### src/sv/raycast_wall_texture_span_core_defines.svh
// Assertion macros for the wall texture span core.
`ifndef RAYCAST_WALL_TEXTURE_SPAN_CORE_DEFINES_SVH
`define RAYCAST_WALL_TEXTURE_SPAN_CORE_DEFINES_SVH

// Same-cycle implication, sampled on clock, off during reset.
`define RWTS_ASSERT_IMPLY(label, ante, cons) \
   label: assert property (@(posedge clock) disable iff (reset) (ante) |-> (cons)) \
      else $error("rwts implication check failed");

// Next-cycle implication, sampled on clock, off during reset.
`define RWTS_ASSERT_NEXT(label, ante, cons) \
   label: assert property (@(posedge clock) disable iff (reset) (ante) |=> (cons)) \
      else $error("rwts next-cycle check failed");

`endif

### src/sv/rwts_pkg.sv
// Constants and codes shared by the wall texture span core and its channels.
package rwts_pkg;

   localparam int TEXTURE_SIZE = 64;
   localparam int TEX_BITS     = $clog2(TEXTURE_SIZE);
   localparam int SCREEN_ROWS  = 768;
   localparam int HALF_ROWS    = SCREEN_ROWS / 2;

   // Step numerator TEXTURE_SIZE * 2^16 and the quotient width it needs.
   localparam int DIV_BITS = TEX_BITS + 17;
   localparam logic [DIV_BITS-1:0] DIVIDEND = DIV_BITS'(TEXTURE_SIZE) << 16;
   localparam int DIV_CNT_W = $clog2(DIV_BITS);

   // Shared multiplier operand widths (signed).
   localparam int MUL_A_W = 25;
   localparam int MUL_B_W = 18;
   localparam int MUL_P_W = MUL_A_W + MUL_B_W;

   localparam logic KIND_SETUP = 1'b0;
   localparam logic KIND_TICK  = 1'b1;

   localparam logic SIDE_X = 1'b0;
   localparam logic SIDE_Y = 1'b1;

   localparam logic [1:0] TEX_X_NEG = 2'd0;
   localparam logic [1:0] TEX_X_POS = 2'd1;
   localparam logic [1:0] TEX_Y_NEG = 2'd2;
   localparam logic [1:0] TEX_Y_POS = 2'd3;

endpackage

### src/sv/rwts_req_if.sv
// Column-setup and pixel-tick input channel.
interface rwts_req_if
   import rwts_pkg::*;
();
   logic               valid;
   logic               ready;
   logic               kind;
   logic               side;
   logic [23:0]        pos_x;
   logic [23:0]        pos_y;
   logic signed [17:0] ray_dir_x;
   logic signed [17:0] ray_dir_y;
   logic [23:0]        wall_distance;
   logic [15:0]        wall_height;
   logic [9:0]         span_start;
   logic [10:0]        span_end;

   modport source (output valid, kind, side, pos_x, pos_y, ray_dir_x, ray_dir_y,
                   wall_distance, wall_height, span_start, span_end, input ready);
   modport sink   (input valid, kind, side, pos_x, pos_y, ray_dir_x, ray_dir_y,
                   wall_distance, wall_height, span_start, span_end, output ready);
endinterface

### src/sv/rwts_rsp_if.sv
// Texel coordinate result channel.
interface rwts_rsp_if
   import rwts_pkg::*;
();
   logic                valid;
   logic                ready;
   logic [9:0]          row;
   logic [1:0]          texture_index;
   logic [TEX_BITS-1:0] texel_column;
   logic [TEX_BITS-1:0] texel_row;
   logic                last;

   modport source (output valid, row, texture_index, texel_column, texel_row, last,
                   input ready);
   modport sink   (input valid, row, texture_index, texel_column, texel_row, last,
                   output ready);
endinterface

### src/sv/raycast_wall_texture_span_core.sv
// Pixel tick: result registered the next cycle; one tick per cycle while no setup runs
// and the output is empty or being taken. Column setup: not ready again until the
// shared multiplier (hit coordinate, start position) and the bit-serial step divider
// (DIV_BITS (23) quotient bits) are done. Ticks with no active span give no item.
// Synchronous active-high reset: no span active, sequencer idle, output empty.
`include "raycast_wall_texture_span_core_defines.svh"
module raycast_wall_texture_span_core
   import rwts_pkg::*;
(
   input  logic        clock,
   input  logic        reset,
   rwts_req_if.sink    req_chan,
   rwts_rsp_if.source  rsp_chan
);

   typedef enum logic [3:0] {
      ST_IDLE = 4'b0001,
      ST_MULH = 4'b0010,
      ST_DIV  = 4'b0100,
      ST_MULP = 4'b1000
   } state_type;

   state_type state_ff, state_in;

   logic                span_active_ff, span_active_in;
   logic [10:0]         cur_row_ff, cur_row_in;
   logic [10:0]         end_row_ff, end_row_in;
   logic [39:0]         pos_ff, pos_in;
   logic [23:0]         step_ff, step_in;
   logic [TEX_BITS-1:0] column_ff, column_in;
   logic [1:0]          index_ff, index_in;

   // Setup operands held across the sequence.
   logic                       mirror_ff, mirror_in;
   logic [15:0]                coord_ff, coord_in;
   logic [23:0]                dist_ff, dist_in;
   logic signed [MUL_B_W-1:0]  ray_ff, ray_in;
   logic signed [MUL_B_W-1:0]  base_ff, base_in;
   logic [15:0]                lh_ff, lh_in;
   logic [9:0]                 start_ff, start_in;
   logic [10:0]                endc_ff, endc_in;

   // Divider state.
   logic [15:0]          rem_ff, rem_in;
   logic [DIV_BITS-1:0]  quo_ff, quo_in;
   logic [DIV_CNT_W-1:0] div_cnt_ff, div_cnt_in;

   // Output register.
   logic                rsp_valid_ff, rsp_valid_in;
   logic [9:0]          rsp_row_ff, rsp_row_in;
   logic [1:0]          rsp_index_ff, rsp_index_in;
   logic [TEX_BITS-1:0] rsp_column_ff, rsp_column_in;
   logic [TEX_BITS-1:0] rsp_texrow_ff, rsp_texrow_in;
   logic                rsp_last_ff, rsp_last_in;

   logic                       req_ready;
   logic                       req_fire;
   logic signed [MUL_A_W-1:0]  mul_a;
   logic signed [MUL_B_W-1:0]  mul_b;
   logic signed [MUL_P_W-1:0]  mul_p;
   logic [15:0]                hit_frac;
   logic [TEX_BITS-1:0]        hit_col;
   logic [16:0]                div_shift;
   logic [17:0]                div_diff;
   logic                       div_ge;
   logic [11:0]                row_next;
   logic                       row_last;
   logic [15:0]                lh_fixed;
   logic                       rx_pos;
   logic                       ry_pos;

   assign req_ready = (state_ff == ST_IDLE) && (!rsp_valid_ff || rsp_chan.ready);
   assign req_fire  = req_chan.valid && req_ready;

   // Shared multiplier: hit offset, then start position.
   always_comb begin
      if (state_ff == ST_MULH) begin
         mul_a = MUL_A_W'({1'b0, dist_ff});
         mul_b = ray_ff;
      end else begin
         mul_a = MUL_A_W'({1'b0, quo_ff});
         mul_b = base_ff;
      end
   end
   assign mul_p = mul_a * mul_b;

   // Integer part of the hit coordinate drops out; keep the fraction.
   assign hit_frac = coord_ff + mul_p[31:16];
   assign hit_col  = hit_frac[15 -: TEX_BITS];

   assign div_shift = {rem_ff, DIVIDEND[div_cnt_ff]};
   assign div_diff  = {1'b0, div_shift} - {2'b00, lh_ff};
   assign div_ge    = !div_diff[17];

   assign row_next = {1'b0, cur_row_ff} + 12'd1;
   assign row_last = row_next >= {1'b0, end_row_ff};

   assign lh_fixed = (req_chan.wall_height == 16'd0) ? 16'd1 : req_chan.wall_height;
   assign rx_pos   = !req_chan.ray_dir_x[17] && (req_chan.ray_dir_x != '0);
   assign ry_pos   = !req_chan.ray_dir_y[17] && (req_chan.ray_dir_y != '0);

   always_comb begin
      state_in       = state_ff;
      span_active_in = span_active_ff;
      cur_row_in     = cur_row_ff;
      end_row_in     = end_row_ff;
      pos_in         = pos_ff;
      step_in        = step_ff;
      column_in      = column_ff;
      index_in       = index_ff;
      mirror_in      = mirror_ff;
      coord_in       = coord_ff;
      dist_in        = dist_ff;
      ray_in         = ray_ff;
      base_in        = base_ff;
      lh_in          = lh_ff;
      start_in       = start_ff;
      endc_in        = endc_ff;
      rem_in         = rem_ff;
      quo_in         = quo_ff;
      div_cnt_in     = div_cnt_ff;
      rsp_valid_in   = rsp_valid_ff && !rsp_chan.ready;
      rsp_row_in     = rsp_row_ff;
      rsp_index_in   = rsp_index_ff;
      rsp_column_in  = rsp_column_ff;
      rsp_texrow_in  = rsp_texrow_ff;
      rsp_last_in    = rsp_last_ff;

      unique case (state_ff)
         ST_IDLE: begin
            if (req_fire && req_chan.kind == KIND_TICK) begin
               if (span_active_ff) begin
                  rsp_valid_in  = 1'b1;
                  rsp_row_in    = cur_row_ff[9:0];
                  rsp_index_in  = index_ff;
                  rsp_column_in = column_ff;
                  rsp_texrow_in = pos_ff[16 +: TEX_BITS];
                  rsp_last_in   = row_last;
                  pos_in        = pos_ff + {16'd0, step_ff};
                  cur_row_in    = row_next[10:0];
                  if (row_last) begin
                     span_active_in = 1'b0;
                  end
               end
            end else if (req_fire) begin
               // Latch the column; the hit axis is the one across the face.
               if (req_chan.side == SIDE_X) begin
                  coord_in  = req_chan.pos_y[15:0];
                  ray_in    = req_chan.ray_dir_y;
                  mirror_in = rx_pos;
                  index_in  = rx_pos ? TEX_X_POS : TEX_X_NEG;
               end else begin
                  coord_in  = req_chan.pos_x[15:0];
                  ray_in    = req_chan.ray_dir_x;
                  mirror_in = req_chan.ray_dir_y[17];
                  index_in  = ry_pos ? TEX_Y_POS : TEX_Y_NEG;
               end
               dist_in  = req_chan.wall_distance;
               lh_in    = lh_fixed;
               base_in  = MUL_B_W'({8'd0, req_chan.span_start})
                        - MUL_B_W'(HALF_ROWS)
                        + MUL_B_W'({1'b0, lh_fixed[15:1]});
               start_in = req_chan.span_start;
               endc_in  = (req_chan.span_end > 11'(SCREEN_ROWS)) ? 11'(SCREEN_ROWS)
                                                                 : req_chan.span_end;
               state_in = ST_MULH;
            end
         end
         ST_MULH: begin
            column_in  = mirror_ff ? ~hit_col : hit_col;
            rem_in     = '0;
            quo_in     = '0;
            div_cnt_in = DIV_CNT_W'(DIV_BITS - 1);
            state_in   = ST_DIV;
         end
         ST_DIV: begin
            // One quotient bit per cycle, restoring.
            rem_in = div_ge ? div_diff[15:0] : div_shift[15:0];
            quo_in = {quo_ff[DIV_BITS-2:0], div_ge};
            if (div_cnt_ff == '0) begin
               state_in = ST_MULP;
            end else begin
               div_cnt_in = div_cnt_ff - 1'b1;
            end
         end
         ST_MULP: begin
            // Quotient never exceeds 2^22, so the 24-bit step needs no clamp.
            step_in        = 24'(quo_ff);
            pos_in         = mul_p[39:0];
            cur_row_in     = {1'b0, start_ff};
            end_row_in     = endc_ff;
            span_active_in = {1'b0, start_ff} < endc_ff;
            state_in       = ST_IDLE;
         end
         default: begin
            state_in = ST_IDLE;
         end
      endcase
   end

   always_ff @(posedge clock) begin
      if (reset) begin
         state_ff       <= ST_IDLE;
         span_active_ff <= 1'b0;
         rsp_valid_ff   <= 1'b0;
         div_cnt_ff     <= '0;
      end else begin
         state_ff       <= state_in;
         span_active_ff <= span_active_in;
         rsp_valid_ff   <= rsp_valid_in;
         div_cnt_ff     <= div_cnt_in;
      end
   end

   always_ff @(posedge clock) begin
      cur_row_ff    <= cur_row_in;
      end_row_ff    <= end_row_in;
      pos_ff        <= pos_in;
      step_ff       <= step_in;
      column_ff     <= column_in;
      index_ff      <= index_in;
      mirror_ff     <= mirror_in;
      coord_ff      <= coord_in;
      dist_ff       <= dist_in;
      ray_ff        <= ray_in;
      base_ff       <= base_in;
      lh_ff         <= lh_in;
      start_ff      <= start_in;
      endc_ff       <= endc_in;
      rem_ff        <= rem_in;
      quo_ff        <= quo_in;
      rsp_row_ff    <= rsp_row_in;
      rsp_index_ff  <= rsp_index_in;
      rsp_column_ff <= rsp_column_in;
      rsp_texrow_ff <= rsp_texrow_in;
      rsp_last_ff   <= rsp_last_in;
   end

   assign req_chan.ready         = req_ready;
   assign rsp_chan.valid         = rsp_valid_ff;
   assign rsp_chan.row           = rsp_row_ff;
   assign rsp_chan.texture_index = rsp_index_ff;
   assign rsp_chan.texel_column  = rsp_column_ff;
   assign rsp_chan.texel_row     = rsp_texrow_ff;
   assign rsp_chan.last          = rsp_last_ff;

   `RWTS_ASSERT_NEXT(a_setup_blocks, req_fire && req_chan.kind == KIND_SETUP, !req_chan.ready)
   `RWTS_ASSERT_IMPLY(a_span_in_range, span_active_ff, cur_row_ff < end_row_ff)
   `RWTS_ASSERT_IMPLY(a_step_nonzero, span_active_ff, step_ff != '0)
   `RWTS_ASSERT_IMPLY(a_rsp_from_tick, $rose(rsp_valid_ff), $past(req_fire && req_chan.kind == KIND_TICK))

endmodule

### src/flat_wrapper.sv
// flat-port wrapper written by rule: the top's interface ports become plain ports
module raycast_wall_texture_span_core_flat import rwts_pkg::*;
  (clock, reset, req_chan_valid, req_chan_kind, req_chan_side, req_chan_pos_x, req_chan_pos_y, req_chan_ray_dir_x, req_chan_ray_dir_y, req_chan_wall_distance, req_chan_wall_height, req_chan_span_start, req_chan_span_end, req_chan_ready, rsp_chan_valid, rsp_chan_row, rsp_chan_texture_index, rsp_chan_texel_column, rsp_chan_texel_row, rsp_chan_last, rsp_chan_ready);
  rwts_req_if req_chan_i ();
  rwts_rsp_if rsp_chan_i ();
  input  logic clock;
  input  logic reset;
  input wire logic [$bits(req_chan_i.valid)-1:0] req_chan_valid;
  input wire logic [$bits(req_chan_i.kind)-1:0] req_chan_kind;
  input wire logic [$bits(req_chan_i.side)-1:0] req_chan_side;
  input wire logic [$bits(req_chan_i.pos_x)-1:0] req_chan_pos_x;
  input wire logic [$bits(req_chan_i.pos_y)-1:0] req_chan_pos_y;
  input wire logic [$bits(req_chan_i.ray_dir_x)-1:0] req_chan_ray_dir_x;
  input wire logic [$bits(req_chan_i.ray_dir_y)-1:0] req_chan_ray_dir_y;
  input wire logic [$bits(req_chan_i.wall_distance)-1:0] req_chan_wall_distance;
  input wire logic [$bits(req_chan_i.wall_height)-1:0] req_chan_wall_height;
  input wire logic [$bits(req_chan_i.span_start)-1:0] req_chan_span_start;
  input wire logic [$bits(req_chan_i.span_end)-1:0] req_chan_span_end;
  output wire logic [$bits(req_chan_i.ready)-1:0] req_chan_ready;
  output wire logic [$bits(rsp_chan_i.valid)-1:0] rsp_chan_valid;
  output wire logic [$bits(rsp_chan_i.row)-1:0] rsp_chan_row;
  output wire logic [$bits(rsp_chan_i.texture_index)-1:0] rsp_chan_texture_index;
  output wire logic [$bits(rsp_chan_i.texel_column)-1:0] rsp_chan_texel_column;
  output wire logic [$bits(rsp_chan_i.texel_row)-1:0] rsp_chan_texel_row;
  output wire logic [$bits(rsp_chan_i.last)-1:0] rsp_chan_last;
  input wire logic [$bits(rsp_chan_i.ready)-1:0] rsp_chan_ready;
  assign req_chan_i.valid = req_chan_valid;
  assign req_chan_i.kind = req_chan_kind;
  assign req_chan_i.side = req_chan_side;
  assign req_chan_i.pos_x = req_chan_pos_x;
  assign req_chan_i.pos_y = req_chan_pos_y;
  assign req_chan_i.ray_dir_x = req_chan_ray_dir_x;
  assign req_chan_i.ray_dir_y = req_chan_ray_dir_y;
  assign req_chan_i.wall_distance = req_chan_wall_distance;
  assign req_chan_i.wall_height = req_chan_wall_height;
  assign req_chan_i.span_start = req_chan_span_start;
  assign req_chan_i.span_end = req_chan_span_end;
  assign req_chan_ready = req_chan_i.ready;
  assign rsp_chan_valid = rsp_chan_i.valid;
  assign rsp_chan_row = rsp_chan_i.row;
  assign rsp_chan_texture_index = rsp_chan_i.texture_index;
  assign rsp_chan_texel_column = rsp_chan_i.texel_column;
  assign rsp_chan_texel_row = rsp_chan_i.texel_row;
  assign rsp_chan_last = rsp_chan_i.last;
  assign rsp_chan_i.ready = rsp_chan_ready;
  raycast_wall_texture_span_core u_core (.clock(clock), .reset(reset), .req_chan(req_chan_i), .rsp_chan(rsp_chan_i));
endmodule
### config.mk
export PLATFORM = sky130hd
export DESIGN_NAME = raycast_wall_texture_span_core_flat
export DESIGN_NICKNAME = d
export VERILOG_FILES = /design/src/sv/rwts_pkg.sv /design/src/sv/rwts_req_if.sv /design/src/sv/rwts_rsp_if.sv /design/src/sv/raycast_wall_texture_span_core.sv /design/src/flat_wrapper.sv
export VERILOG_INCLUDE_DIRS = /design/src /design/src/sv
export SDC_FILE = /design/constraint.sdc
export NUM_CORES = 1
export LEC_CHECK = 0
export BUFFER_PORTS_ARGS = -buffer_cell sky130_fd_sc_hd__buf_4
export CAP_MARGIN = 20
export CORE_MARGIN = 4
export CORE_UTILIZATION = 65
export CTS_BUF_LIST = sky130_fd_sc_hd__clkbuf_8
export CTS_CLUSTER_SIZE = 40
export DETAILED_ROUTE_END_ITERATION = 10
export GPL_TIMING_DRIVEN = 0
export PLACE_DENSITY = 0.93
export SLEW_MARGIN = 30
export SYNTH_ARGS = -nofsm -noshare
export SYNTH_HDL_FRONTEND = slang
export SYNTH_SLANG_ARGS = --single-unit
### constraint.sdc
create_clock -name clock -period 25 [get_ports clock]
set_clock_uncertainty 0.2 [all_clocks]
set_input_delay 2.5 -clock clock [delete_from_list [all_inputs] [get_ports clock]]
set_output_delay 2.5 -clock clock [all_outputs]
set_load 0.05 [all_outputs]
==> qor.csv, run 1 <==
metric,value,unit
ys_types,70,
use_met2,56.8,%
relSlewSlack,24.2,%
synth_seq_area_share,30.8,%
min_path_type,flip-flop to flip-flop,
yosys.area.top_type,edfxtp_1,
status,completed,
ys_ff_latch,264,
ctsLongestPathBuffers,3,
nFillCells,2454,
worstSetupPathType,flip-flop to flip-flop,
ctsResizeCount,0,
clkTransAtPathRegs,0.07,ns
ys_warn_count,0,
grt_use_met3,8.83,%
die_x,206,um
syn_area_per_cell,10.3,um^2
required,25.14,ns
grt_max_degree,101,
period_share,50.6,%
finalNetCount,3331,
syn_area,25400,um^2
slowest_delay,0.87,ns
dr.pass1.iters,7,
routedWlPerCell,22.5,um
fmax,0.0791,GHz
cp.arrival,12.79,ns
die_y,206,um
yosysMostFrequentCell,inv_1,
wl,72800,um
antenna_found_initial,2,
finalMaxSlewViolations,0,
rows,72,
post-dp-hpwl,56600,um
grt_pass1_wl,114000,um
synth_cells,2466,
grt_use_met1,44.1,%
setup_tns,0,ns
io_pins,178,
cts_hold_buf,0,
cp-start-kind,flip-flop,
cts-root-buf,clkbuf_8,
reg2reg_depth,36,
cts_buffers,45,
drive_above_1_share,13.2,%
insertion_delay,0.64,ns
grt_overflow,0,
synth_edf_count,252,
drtIter0Drc,2460,
synth_ff_type,edfxtp_1,
maxCapViolations,0,
syn_nets,3119,
via_count,19600,
top_usage_layer,met2,
hold_viol,0,
grt_use_total,35.2,%
hold_depth,0,
area_delta_synth_final,11.6,%
die_area,42300,um^2
viasPerCell,6.08,
core,38600,um^2
tightest_slew,1.13,ns
cp_slowest_cell,xnor2_1,
cpMostUsedCell,fa_1,
synthArstFlopShare,0,%
fin_crit,12.65,ns
grt_pass1_vias,20800,
cp-end-kind,flip-flop,
portBuffers,161,
rsz0062_at_grt,false,
place_congestion,1.01,
clock_sinks,264,
cp_max_fo,10,
tritoncts,done,
htree_levels,2,
initial_utilization,65.7,%
postCtsSetupBuffers,0,
synth_top_area_share,29.8,%
drtAntennaViolNets,0,
remaining_drc_errors,0,
ys_top_cells_by_area,"edfxtp_1, fa_1, ha_1",
yosys-top-cells-count,"inv_1, fa_1, nor2_1",
setup_violations,0,
per-layer routing:
layer / up-vias / share of wire [%]
met5: - / 0.037
met4: 4 / 6.8
met3: 330 / 11
met2: 1358 / 46
met1: 9565 / 36
li1: 8392 / -
final cells by class:
type | count | area (um^2) | share of cell area, %
Timing Repair Buffer | 165 | 1310 | 4.63
Antenna cell | 2 | 5.00 | 0.0177
Clock inverter | 30 | 170 | 0.601
Multi-Input combinational cell | 1680 | 15700 | 55.4
Tap cell | 518 | 648 | 2.29
Buffer | 67 | 282 | 0.994
Inverter | 455 | 1720 | 6.06
Sequential cell | 264 | 7810 | 27.6
Clock buffer | 50 | 688 | 2.43
critical path, delay by kind of cell, from the launching register on:
kind / cells / cell delay, ns
flip-flops: 1 / 0.44
AO/OA/AOI/OAI: 8 / 1.73
AND/OR/NAND/NOR: 9 / 2.49
buffers and inverters: 7 / 1.64
adder cells (fa/ha/maj): 8 / 3.91
multiplexers: 1 / 0.78
XOR/XNOR: 3 / 1.16
sequential cells by signal (all words and copies together) (netlist names), 18 cells and up:
signal and count:
u_core.base_ff 18, u_core.pos_ff 22, u_core.ray_ff 18, u_core.step_ff 22
u_core.quo_ff 23, u_core.dist_ff 24
layout by cell type, fill, tap and decap left out, types with 12 or more instances in the layout:
cell type and instances:
o21ai_1 12, nand3_1 19, nor2b_1 13, ha_1 189
clkinv_1 14, xnor2_1 83, nand2_1 251, mux2i_1 30
dfxtp_1 12, edfxtp_1 252, inv_1 460, a21oi_1 74
clkbuf_8 50, nor4_1 18, mux2_2 74, buf_2 12
xor2_1 33, nor2_1 280, buf_4 161, mux2i_2 19
fa_1 313, and2_1 40, clkbuf_1 52, a21o_1 37
o21ai_0 42, nand2b_1 14, nor3_1 15
cells by family after synthesis:
group	count (synthesis)	share of synthesized area, %
AND/OR/NAND/NOR	689	11.7
buffers and inverters	522	7.83
adder cells (fa/ha/maj)	502	34.0
flip-flops	264	30.8
AO/OA/AOI/OAI	249	6.50
multiplexers	123	5.21
XOR/XNOR	116	4.00
other	1	0.0148
through the flow:
step,utilization [%],worst slack (ns),instances,cell area (um^2),hold slack [ns]
floorplan,-,15.69,2466,25400,0.200
global placement,70.5,12.80,3145,27200,0.206
detailed placement,71.0,12.69,3149,27400,0.205
CTS,73.2,12.62,3229,28300,0.227
global route,73.3,11.90,3229,28300,0.237
finish,73.3,12.35,3231,28300,0.225
path summary, 6_finish.rpt:
check	to	start	slack, ns
setup reg to reg	u_core.column_ff[5]$_DFFE_PP_	u_core.state_ff[1]$_SDFFE_PP0P_	12.35
hold / removal	u_core.rsp_chan.texel_column[0]$_DFFE_PP_	u_core.column_ff[0]$_DFFE_PP_	0.23
hold reg to reg	u_core.rsp_chan.texel_column[0]$_DFFE_PP_	u_core.column_ff[0]$_DFFE_PP_	0.23
setup / recovery	u_core.column_ff[5]$_DFFE_PP_	u_core.state_ff[1]$_SDFFE_PP0P_	12.35
Power of run 1 is left out: the tool's default activity adds up to more than one toggle a clock period on the data nets, which glitch-free logic cannot reach.
==> run 2, diff against run 1 <==
--- a/config.mk
+++ b/config.mk
@@ -9,12 +9,12 @@
 export BUFFER_PORTS_ARGS = -buffer_cell sky130_fd_sc_hd__buf_4
 export CAP_MARGIN = 20
 export CORE_MARGIN = 4
-export CORE_UTILIZATION = 65
+export CORE_UTILIZATION = 58
 export CTS_BUF_LIST = sky130_fd_sc_hd__clkbuf_8
 export CTS_CLUSTER_SIZE = 40
 export DETAILED_ROUTE_END_ITERATION = 10
 export GPL_TIMING_DRIVEN = 0
-export PLACE_DENSITY = 0.93
+export PLACE_DENSITY = 0.88
 export SLEW_MARGIN = 30
 export SYNTH_ARGS = -nofsm -noshare
 export SYNTH_HDL_FRONTEND = slang
==> constraint.sdc (replaced) <==
create_clock -name clock -period 11.04 [get_ports clock]
set_clock_uncertainty 0.2 [all_clocks]
set_input_delay 1.104 -clock clock [delete_from_list [all_inputs] [get_ports clock]]
set_output_delay 1.104 -clock clock [all_outputs]
set_load 0.05 [all_outputs]
==> run 2 against run 1 <==
- fmax increased by 20%
- global-route usage decreased by 4.4 points
- via count decreased by 2.5%
- largest cell class unchanged
- sequential cell count unchanged
- worst setup slack got worse by 12 ns
==> qor.csv, run 2 (synthesis gave the netlist of run 1 again) <==
metric,value,unit
cpMostUsedCell,fa_1,
tritoncts,done,
slowest_delay,0.60,ns
relSlewSlack,33.4,%
cp_max_fo,10,
tightest_slew,0.995,ns
cp-end-kind,flip-flop,
grt_overflow,0,
grt_use_total,30.8,%
use_met2,51.1,%
wl,71200,um
area_delta_synth_final,14.0,%
remaining_drc_errors,0,
reg2reg_from,u_core.state_ff[3]$_SDFFE_PP0P_,
place_congestion,1.01,
drive_above_1_share,14.8,%
htree_levels,2,
grt_use_met1,38.5,%
fin_cells,3322,
cts_buffers,47,
largest-register,u_core.dist_ff,
grt_use_met3,7.16,%
routedWlPerCell,21.4,um
rows,76,
drtAntennaViolNets,0,
final_common_cell,inv_1,
die_x,217,um
portBuffers,161,
min_path_type,flip-flop to flip-flop,
ctsLongestPathBuffers,3,
reg.largest.list,"u_core.dist_ff (24), u_core.quo_ff (23)",
cp-start-kind,flip-flop,
ff2ff_setup_slack,0.46,ns
whs,0.214,ns
antenna_found_initial,2,
drtIter0Drc,1801,
io_pins,178,
fmax,0.0945,GHz
period_share,95.8,%
via_count,19200,
layout_setup_ws,0.462,ns
reg2reg_depth,37,
grt_pass1_wl,112000,um
worstReg2RegEnd,u_core.column_ff[5]$_DFFE_PP_,
die_y,217,um
required,11.19,ns
cp.arrival,10.73,ns
cts_hold_buf,0,
setup_violations,0,
fin_util,67.0,%
dp_slack,-1.25,ns
dr.pass1.iters,6,
dp.cells,3216,
rsz0062_at_grt,false,
cp_slowest_cell,fa_1,
top_usage_layer,met2,
finalNetCount,3353,
worstSetupPathType,flip-flop to flip-flop,
hold_viol,0,
post-dp-hpwl,56600,um
final_cell_mix,"inv_1, fa_1, nor2_1",
maxCapViolations,0,
cts-root-buf,clkbuf_8,
viasPerCell,5.76,
clock_sinks,264,
hold_path.startpoint,u_core.column_ff[3]$_DFFE_PP_,
largest_reg_flops,24,
fin_crit,10.58,ns
hold_depth,0,
clkTransAtPathRegs,0.06,ns
die_area,47200,um^2
status,completed,
grt_pass1_vias,20600,
insertion_delay,0.65,ns
finalMaxSlewViolations,0,
min_to,u_core.rsp_chan.texel_column[3]$_DFFE_PP_,
core,43200,um^2
grt_max_degree,101,
initial_utilization,58.8,%
==> run 2: how the worst max path moves through the flow <==
| stage | start | endpoint | slack [ns] | depth (start not counted) |
|---|---|---|---|---|
| after floorplan | u_core.state_ff[0]$_SDFFE_PP1P_ | u_core.column_ff[5]$_DFFE_PP_ | 1.73 | 38 |
| after global routing | u_core.state_ff[3]$_SDFFE_PP0P_ | u_core.column_ff[5]$_DFFE_PP_ | 0.02 | 35 |
| final | u_core.state_ff[3]$_SDFFE_PP0P_ | u_core.column_ff[5]$_DFFE_PP_ | 0.46 | 37 |
| after detailed placement | u_core.state_ff[0]$_SDFFE_PP1P_ | u_core.column_ff[5]$_DFFE_PP_ | -1.25 | 36 |
| after CTS | u_core.state_ff[0]$_SDFFE_PP1P_ | u_core.column_ff[5]$_DFFE_PP_ | 0.001 | 38 |
| after global placement | u_core.state_ff[0]$_SDFFE_PP1P_ | u_core.column_ff[5]$_DFFE_PP_ | -1.36 | 36 |
==> run 2: final cells by class <==
cell class / count / area [um^2]
inverters: 455 / 1720
well taps: 585 / 732
repair buffers: 185 / 1480
clock inverters: 37 / 275
diodes: 1 / 2.50
plain buffers: 67 / 308
multi-input cells: 1680 / 16000
flip-flops and latches: 264 / 7810
fillers: 3176 / 14200
clock buffers: 48 / 661
==> run 2: critical path: cells and delay by family, from the launching register on <==
kind                     cells  cell delay, ns
flip-flops                   1            0.39
multiplexers                 1            0.29
AND/OR/NAND/NOR              7            1.69
AO/OA/AOI/OAI               12            2.29
adder cells (fa/ha/maj)      8            3.66
buffers and inverters        6            1.33
XOR/XNOR                     3            0.42
==> run 2: what timing repair did <==
action,CTS,global route
cloned,0,0
setup buffers,0,20
setup endpoints to repair,6,5
resized for setup,25,31
pin swaps,0,2
==> run 2: per-layer routing <==
layer  vias up  share of wire [%]
met5         -              0.044
met4         4                5.5
met3       215                9.3
met2       989                 48
met1      9503                 37
li1       8439                  -
==> run 2: stage by stage <==
step	TNS (ns)	instance area, um^2
2_1_floorplan	0	25400
3_3_place_gp	-5.19	27300
3_5_place_dp	-4.54	27500
4_1_cts	0	28600
5_1_grt	0	28900
6_report	0	28900
Power of run 2 is left out for the same reason.
